## src/sv/slir_pkg.sv

```systemverilog
`timescale 1ns / 1ps
`default_nettype none
// ----------------------------------------------------------------------------
// slir_pkg
// Shared constants for the sorted list core: capacity, index widths and
// status codes.
// ----------------------------------------------------------------------------
package slir_pkg;

  localparam int CAPACITY = 16;
  localparam int IDX_W    = (CAPACITY > 1) ? $clog2(CAPACITY) : 1;
  localparam int CNT_W    = $clog2(CAPACITY + 1);
  localparam int DATA_W   = 32;
  localparam int COUNT_W  = 5;

  localparam logic [1:0] ST_OK       = 2'd0;
  localparam logic [1:0] ST_FULL     = 2'd1;
  localparam logic [1:0] ST_EMPTY    = 2'd2;
  localparam logic [1:0] ST_NOTFOUND = 2'd3;

  localparam logic REQ_INSERT = 1'b0;
  localparam logic REQ_REMOVE = 1'b1;

endpackage
`default_nettype wire

```

## src/sv/sorted_list_insert_remove_core.sv

```systemverilog
`timescale 1ns / 1ps
`default_nettype none
// ----------------------------------------------------------------------------
// sorted_list_insert_remove_core
// Sorted list of signed 32-bit values with insert and remove requests.
// ----------------------------------------------------------------------------
// One request is handled at a time and the input stalls until its result word
// has been taken. The values sit in a single-port-read RAM and one comparator
// walks it one entry at a time (read, then compare and move). An insert
// shifts up every stored value not less than the new one; a remove scans the
// whole list. Every result ends with a read of entry zero for the smallest
// value.
// ----------------------------------------------------------------------------
module sorted_list_insert_remove_core
  import slir_pkg::*;
(
  input  wire logic                clk_i,
  input  wire logic                rst_ni,
  input  wire logic                in_valid_i,
  output logic                     in_stall_o,
  input  wire logic                req_type_i,
  input  wire logic signed [31:0]  value_i,
  output logic                     out_valid_o,
  input  wire logic                out_stall_i,
  output logic              [1:0]  status_o,
  output logic              [4:0]  count_o,
  output logic signed       [31:0] smallest_o
);

  localparam logic [2:0] S_IDLE    = 3'd0;
  localparam logic [2:0] S_INS_RD  = 3'd1;
  localparam logic [2:0] S_INS_CMP = 3'd2;
  localparam logic [2:0] S_REM_RD  = 3'd3;
  localparam logic [2:0] S_REM_CMP = 3'd4;
  localparam logic [2:0] S_SM_RD   = 3'd5;
  localparam logic [2:0] S_SM_WAIT = 3'd6;
  localparam logic [2:0] S_OUT     = 3'd7;

  logic [2:0]               state_q, state_d;
  logic [CNT_W-1:0]         fill_q, fill_d;
  logic [CNT_W-1:0]         k_q, k_d;
  logic [IDX_W-1:0]         j_q, j_d;
  logic                     found_q, found_d;
  logic [1:0]               status_q, status_d;
  logic signed [DATA_W-1:0] value_q, value_d;
  logic signed [DATA_W-1:0] smallest_q, smallest_d;

  logic                     ram_we;
  logic [IDX_W-1:0]         ram_waddr;
  logic [DATA_W-1:0]        ram_wdata;
  logic [IDX_W-1:0]         ram_raddr;
  logic [DATA_W-1:0]        ram_rdata;
  logic [CNT_W+COUNT_W-1:0] count_ext;

  slir_ram #(
    .WIDTH(DATA_W),
    .DEPTH(CAPACITY)
  ) u_ram (
    .clk_i  (clk_i),
    .we_i   (ram_we),
    .waddr_i(ram_waddr),
    .wdata_i(ram_wdata),
    .raddr_i(ram_raddr),
    .rdata_o(ram_rdata)
  );

  always_comb begin
    state_d    = state_q;
    fill_d     = fill_q;
    k_d        = k_q;
    j_d        = j_q;
    found_d    = found_q;
    status_d   = status_q;
    value_d    = value_q;
    smallest_d = smallest_q;
    ram_we     = 1'b0;
    ram_waddr  = j_q;
    ram_wdata  = value_q;
    ram_raddr  = '0;
    case (state_q)
      S_IDLE: begin
        if (in_valid_i) begin
          value_d  = value_i;
          status_d = ST_OK;
          found_d  = 1'b0;
          k_d      = '0;
          j_d      = fill_q[IDX_W-1:0];
          if (req_type_i == REQ_INSERT) begin
            if (fill_q >= CNT_W'(CAPACITY)) begin
              status_d = ST_FULL;
              state_d  = S_SM_RD;
            end else begin
              state_d = S_INS_RD;
            end
          end else begin
            if (fill_q == '0) begin
              status_d = ST_EMPTY;
              state_d  = S_SM_RD;
            end else begin
              state_d = S_REM_RD;
            end
          end
        end
      end
      S_INS_RD: begin
        ram_raddr = j_q - 1'b1;
        if (j_q == '0) begin
          ram_we    = 1'b1;
          ram_waddr = '0;
          ram_wdata = value_q;
          fill_d    = fill_q + 1'b1;
          state_d   = S_SM_RD;
        end else begin
          state_d = S_INS_CMP;
        end
      end
      S_INS_CMP: begin
        ram_we    = 1'b1;
        ram_waddr = j_q;
        if ($signed(ram_rdata) >= value_q) begin
          ram_wdata = ram_rdata;
          j_d       = j_q - 1'b1;
          state_d   = S_INS_RD;
        end else begin
          ram_wdata = value_q;
          fill_d    = fill_q + 1'b1;
          state_d   = S_SM_RD;
        end
      end
      S_REM_RD: begin
        ram_raddr = k_q[IDX_W-1:0];
        if (k_q == fill_q) begin
          if (found_q) begin
            fill_d = fill_q - 1'b1;
          end else begin
            status_d = ST_NOTFOUND;
          end
          state_d = S_SM_RD;
        end else begin
          state_d = S_REM_CMP;
        end
      end
      S_REM_CMP: begin
        ram_waddr = k_q[IDX_W-1:0] - 1'b1;
        ram_wdata = ram_rdata;
        if (found_q) begin
          ram_we = 1'b1;
        end else if (ram_rdata == value_q) begin
          found_d = 1'b1;
        end
        k_d     = k_q + 1'b1;
        state_d = S_REM_RD;
      end
      S_SM_RD: begin
        ram_raddr = '0;
        if (fill_q == '0) begin
          smallest_d = '0;
          state_d    = S_OUT;
        end else begin
          state_d = S_SM_WAIT;
        end
      end
      S_SM_WAIT: begin
        smallest_d = ram_rdata;
        state_d    = S_OUT;
      end
      S_OUT: begin
        if (!out_stall_i) begin
          state_d = S_IDLE;
        end
      end
      default: begin
        state_d = S_IDLE;
      end
    endcase
  end

  always_ff @(posedge clk_i or negedge rst_ni) begin
    if (!rst_ni) begin
      state_q <= S_IDLE;
      fill_q  <= '0;
      k_q     <= '0;
      j_q     <= '0;
      found_q <= 1'b0;
    end else begin
      state_q <= state_d;
      fill_q  <= fill_d;
      k_q     <= k_d;
      j_q     <= j_d;
      found_q <= found_d;
    end
  end

  always_ff @(posedge clk_i) begin
    status_q   <= status_d;
    value_q    <= value_d;
    smallest_q <= smallest_d;
  end

  assign count_ext   = {{COUNT_W{1'b0}}, fill_q};
  assign in_stall_o  = (state_q != S_IDLE);
  assign out_valid_o = (state_q == S_OUT);
  assign status_o    = status_q;
  assign count_o     = count_ext[COUNT_W-1:0];
  assign smallest_o  = smallest_q;

endmodule
`default_nettype wire

```

## src/sv/slir_ram.sv

```systemverilog
`timescale 1ns / 1ps
`default_nettype none
// ----------------------------------------------------------------------------
// slir_ram
// Generic single write port, single read port RAM with registered read data.
// ----------------------------------------------------------------------------
module slir_ram #(
  parameter int WIDTH = 32,
  parameter int DEPTH = 16
) (
  input  wire logic                                      clk_i,
  input  wire logic                                      we_i,
  input  wire logic [((DEPTH > 1) ? $clog2(DEPTH) : 1)-1:0] waddr_i,
  input  wire logic [WIDTH-1:0]                          wdata_i,
  input  wire logic [((DEPTH > 1) ? $clog2(DEPTH) : 1)-1:0] raddr_i,
  output logic      [WIDTH-1:0]                          rdata_o
);

  logic [WIDTH-1:0] mem_q [DEPTH];
  logic [WIDTH-1:0] rdata_q;

  always_ff @(posedge clk_i) begin
    if (we_i) begin
      mem_q[waddr_i] <= wdata_i;
    end
    rdata_q <= mem_q[raddr_i];
  end

  assign rdata_o = rdata_q;

endmodule
`default_nettype wire
```

## config.mk

```make
export PLATFORM = sky130hd
export DESIGN_NAME = sorted_list_insert_remove_core
export DESIGN_NICKNAME = d
export VERILOG_FILES = /design/src/sv/slir_pkg.sv /design/src/sv/sorted_list_insert_remove_core.sv /design/src/sv/slir_ram.sv
export SDC_FILE = /design/constraint.sdc
export NUM_CORES = 1
export LEC_CHECK = 0
export ABC_AREA = 1
export BUFFER_PORTS_ARGS = -buffer_cell sky130_fd_sc_hd__buf_2
export CAP_MARGIN = 20
export CORE_ASPECT_RATIO = 1.25
export CORE_MARGIN = 2
export CORE_UTILIZATION = 45
export CTS_CLUSTER_DIAMETER = 100
export DETAILED_ROUTE_END_ITERATION = 16
export GPL_ROUTABILITY_DRIVEN = 0
export PLACE_DENSITY_LB_ADDON = 0.3
export REMOVE_ABC_BUFFERS = 1
export SYNTH_ARGS = -nofsm -noshare
export SYNTH_HDL_FRONTEND = slang
export SYNTH_SLANG_ARGS = --single-unit
```

## constraint.sdc

```tcl
create_clock -name clk_i -period 5.8 [get_ports clk_i]
set_input_delay 1.16 -clock clk_i [delete_from_list [all_inputs] [get_ports clk_i]]
set_output_delay 1.16 -clock clk_i [all_outputs]
set_load 0.02 [all_outputs]
```

# Word-level counts from Yosys, hierarchy flattened
# Memory sizes are Yosys's and may differ from the RTL's. A register that Yosys moved wholly into a read port is not among the register bits.
# Index checks and enable logic that the tools add are counted.
# classes
addsub	5
n_lt_le_gt_ge	2
n_eq_ne	18
muxes	43
reduce_logical	16
# ops
op	n
one-hot mux 32 bit (2 select lines)	2
2-to-1 mux 32 bit	2
equality test 32 bit	1
greater-or-equal comparator 32 bit	1
2-to-1 mux 5 bit	5
one-hot mux 3 bit (8 select lines)	1
one-hot mux 4 bit (2 select lines)	3
2-to-1 mux 3 bit	7
!= test 2 bit (second input constant)	9
one-hot mux 5 bit (3 select lines)	1
equality test 3 bit (second input constant)	4
2-to-1 mux 4 bit	3
adder 5 x 1 -> 5 bit (second input constant)	2
2-to-1 mux 1 bit	10
2-to-1 mux 2 bit	5
one-hot mux 5 bit (2 select lines)	1
AND reduction 2 bit	4
nonzero test 2 bit	4
subtractor 4 x 1 -> 4 bit (second input constant)	2
equality test 3 x 2 -> 1 bit (second input constant)	2
nonzero test 3 bit	2
equality test 5 bit	1
greater-or-equal comparator 5 bit (second input constant)	1
zero test 5 bit	1
10 further kinds	10
# totals
regBits	84
ramBits	512
in_bits	37
out_inout_bits	41
word_cells	93
mem_count	1
# memory_table
memory	depth	word_bits	rd	rd_ports_with_merged_regs	write_ports	line	source
u_ram.mem_q	16	32	1	1	1	slir_ram.sv:19	logic [WIDTH-1:0] mem_q [DEPTH];

# Logic depth before layout (Yosys ltp)
# depth
ltp_word	5
mapped_depth	19
ltp_nobuf	19

# Modules after synthesis
# Synthesis repeated with hierarchy kept, for this count alone.
# unflattened
cells_unflattened	2703
hier_area_um2	27797.9
# modules_own_cells
module	n_inst	cells_each	area_per_inst_um2	seq_area_each_um2
slir_ram	1	2120	22730.6	16015.4
sorted_list_insert_remove_core	1	583	5067.4	2432.3

# Worst setup path before layout
# No wires, ideal clock.
# synth_timing
path_type	register to register
start	register state_q[2]
end	memory u_ram.mem_q[11][0], enable pin
setup_ns	0.461
t_arrival_ns	3.573
t_required_ns	5.339
path_slack_ns	1.766
stages_incl_launch_ff	9
n_path_buf	0
period_less_slack_ns	4.034
path_cell_list	dfrtp_1 > inv_2 > nor2_1 > inv_1 > nor2_1 > a21oi_1 > inv_1 > nand2_1 > nor3_1
# synth_between
elab_chain_cells	4
word_cells_on_any_way	7
classes_between	eq/ne: 3; mux: 4
# synth_lines
element	line	source
start, declared	sorted_list_insert_remove_core.sv:39	logic [2:0] state_q, state_d;
start signal, assigned	sorted_list_insert_remove_core.sv:186	state_q <= state_d;
equality test 3 bit (tied with other cells)	sorted_list_insert_remove_core.sv:80	case (state_q)
one-hot mux 1 bit (3 select lines)	sorted_list_insert_remove_core.sv:80	
2-to-1 mux 1 bit	slir_ram.sv:23	if (we_i) begin
2-to-1 mux 1 bit (not written as such)	slir_ram.sv:24	mem_q[waddr_i] <= wdata_i;
end, declared	slir_ram.sv:19	
# Parallel ways exist; a longest one is shown, timed or not.

# Final worst setup path
# layout_timing
start	register state_q[2]
end	memory u_ram.mem_q[2][12], enable pin
# The elaborated chain is that of the path after synthesis.

==> impl_metrics.ini <==
[floorplan]
std_cell_rows = 97
start_util = 0.455
die_w_um = 217
die_height_um = 270
dieArea_um2 = 58600
io_pins = 78
coreArea_um2 = 56100

[layout]
syn_to_final_growth_pct = 12.5
multiInputGateArea_um2 = 6200
post-route-util = 0.512
fillerInstances = 4757
layout-drive-gt1-share = 0.113
num_antenna_cells = 0
nets = 2139
seqCellArea_um2 = 18400
finish.instance_area_um2 = 28700

[synthesis]
synth_most_common_cell = edfxtp_1
avgSynthCellArea_um2 = 12.7
synth_edf_count = 578
synth.area.top_cells = edfxtp_1 68%, nor2_1 4.9%, o21ai_0 3.8%, o221ai_1 3.6%, dfxtp_1 2.5%
synthSimpleGateAreaFrac = 0.102
synth_xor_area_frac = 0.00412
syn_area_um2 = 25500
synth_fa_ha_area_frac = 0.0194
muxShareOfSynthArea = 0
synth_compound_area_frac = 0.111
yosysSeqAreaShare = 0.723
synth_warnings = 0
synth_common_cells = 578 x edfxtp_1, 332 x nor2_1, 194 x o21ai_0
async_reset_ff_frac = 0.0287
yosysTopAreaCell = edfxtp_1
synth_cell_types = 41
synth-seq-cells = 628
synth_top_area_share = 0.680
synthCells = 2011
synth-main-ff-cell = edfxtp_1
synth_top_family_by_area = compound AO/OA/AOI/OAI gates

[timing]
setup_viol_count_final = 0
fmax_mhz = 252
worst_slack_ns = 1.83
slew-limit-headroom = 0.240
setup-tns-final_ns = 0
finClkSkew_ns = 0.0318
min_period_ns = 3.97
rsz0062_at_grt = false
tightest_slew_ns = 1.14
post-route-period-util = 0.684
hold_violations = 0
drv_slew = 0

[placed_design]
place_hpwl_mm = 40.1
dpl_cell_area_um2 = 26800
post-place-ws_ns = 1.88
port_buffers = 77

[critical_path]
cp_slowest_cell = nor2_4
arrival_ns = 4.26
cp-start-kind = flip-flop
setup.worst_path.class = reg2reg
critPathMaxStageDelay_ns = 0.71
worst_ep_required_time_ns = 6.09
critical_path.max_fanout = 20
r2r_setup_slack_ns = 1.83
r2r-end = u_ram.mem_q[2][12]
crit_chain = inv_2 > nor2_1 > inv_1 > buf_4 > nor2_1 > nor3_1 > inv_1 > nand2_1 > nor2_4 > buf_4
r2r-start = state_q[2]
setup.worst_path.end = u_ram.mem_q[2][12]
reg2regPathDepth = 10
startpoint = state_q[2]
worstSetupEndpointType = flip-flop

[power]
p_leak_nw = 10.0
vdd_ir_drop_max_mv = 0.323
powerDensity_nw_per_um2 = 571

[drt]
drt_wl_total_mm = 67.8
drcViolationCount = 0
ant_nets = 0
dr.pass1.iters = 6
via_count = 16600
drt-initial-drc-count = 1983
wl_per_cell_um = 23.8
via_per_inst = 5.82

[clocking]
ctsHoldBuffers = 0
clock_latency_ns = 0.63
root_buffer = clkbuf_16
clock_path_buffers = 3
clock-sinks = 628
h-tree-depth = 2
cts_resized = 0
tritoncts = done
post_cts_buffers = 0
cts-buffers-inserted = 58
cts.clk_slew.worst_paths_ns = 0.07

[grt]
grt_pass1_wl_mm = 101
gr-usage-all-layers = 0.229
grt_pass1_vias = 16300
grt_antenna_before_repair = 0
grt.overflow.total = 0
grt_max_degree = 108

[outcome]
status = complete, no violations

[min_path]
hold_path_class = in2async

[job]
maxCapViolCount = 0
[cells by family (layout without fill, tap and decap cells)]
group	after synthesis	after routing
adders and majority gates	39	39
buffers and inverters	239	341
DFF	628	628
xor gates and xnor gates	12	12
and+or+nand+nor	636	636
AOI/OAI and AO/OA	457	457
[sequential cells by signal (all words and copies together) (netlist names)]
register	flops
value_q	32
count_o	5
found_q	1
smallest_o	32
u_ram.mem_q	512
k_q	5
status_o	2
state_q	3
u_ram.rdata_o	32
j_q	4
[stage by stage]
step	instances	total power, mW	hold slack [ns]
floorplan	1890	10.3	0.490
global placement	2737	12.5	0.544
detailed placement	2745	12.7	0.530
CTS	2855	16.4	0.487
global route	2855	17.2	0.521
finish	2855	16.4	0.502
[power by group]
| group | switching, mW | total, mW | internal [mW] |
|---|---|---|---|
| Sequential | 0.388 | 6.72 | 6.33 |
| Combinational | 4.39 | 5.92 | 1.53 |
| Clock | 1.65 | 3.74 | 2.09 |
| Total | 6.43 | 16.4 | 9.95 |
[cell type report]
type / count / area share
repair buffers: 113 / 0.0277
clock buffers: 86 / 0.0581
well taps: 742 / 0.0323
inverters: 118 / 0.0157
clock inverters: 24 / 0.00732
multi-input cells: 1144 / 0.216
flip-flops and latches: 628 / 0.643
[worst max-delay path, delay by kind of cell, from the launching register on]
kind                   cells  cell delay [ns]
buffers and inverters      5             1.64
flip-flops                 1             0.50
AND/OR/NAND/NOR            5             1.47
[routing by layer]
metal,wire length (um),GRT usage
met1,26900,0.308
met2,33700,0.383
met3,4960,0.0307
met4,2240,0.0800
met5,0,0
[layout by cell type, fill, tap and decap left out, types with 3 or more instances in the layout]
cell	instances
o21ai_0	193
nand2_1	161
clkbuf_16	59
dfxtp_1	32
clkinv_2	12
nand3_1	123
clkbuf_8	9
a31oi_1	3
a21oi_1	18
buf_2	77
ha_1	38
nor3_1	5
o22ai_1	29
nor2_4	15
o221ai_1	104
o21ai_1	74
clkinvlp_4	5
dfrtp_1	18
inv_6	3
buf_4	26
buf_12	8
nand4_1	4
inv_1	112
inv_2	4
o211ai_1	25
xnor2_1	7
clkbuf_1	18
nor2_1	317
edfxtp_1	578
xor2_1	5
[worst min path at each step]
stage | start | to | slack, ns | depth (start not counted)
finish | rst_ni | k_q[1] | 0.50 | 1
floorplan | found_q | found_q | 0.49 | 2
global placement | k_q[4] | k_q[4] | 0.54 | 2
CTS | rst_ni | k_q[1] | 0.49 | 1
global route | rst_ni | k_q[1] | 0.52 | 1
detailed placement | found_q | found_q | 0.53 | 2
Note: power is estimated with default switching activity, not from simulation.
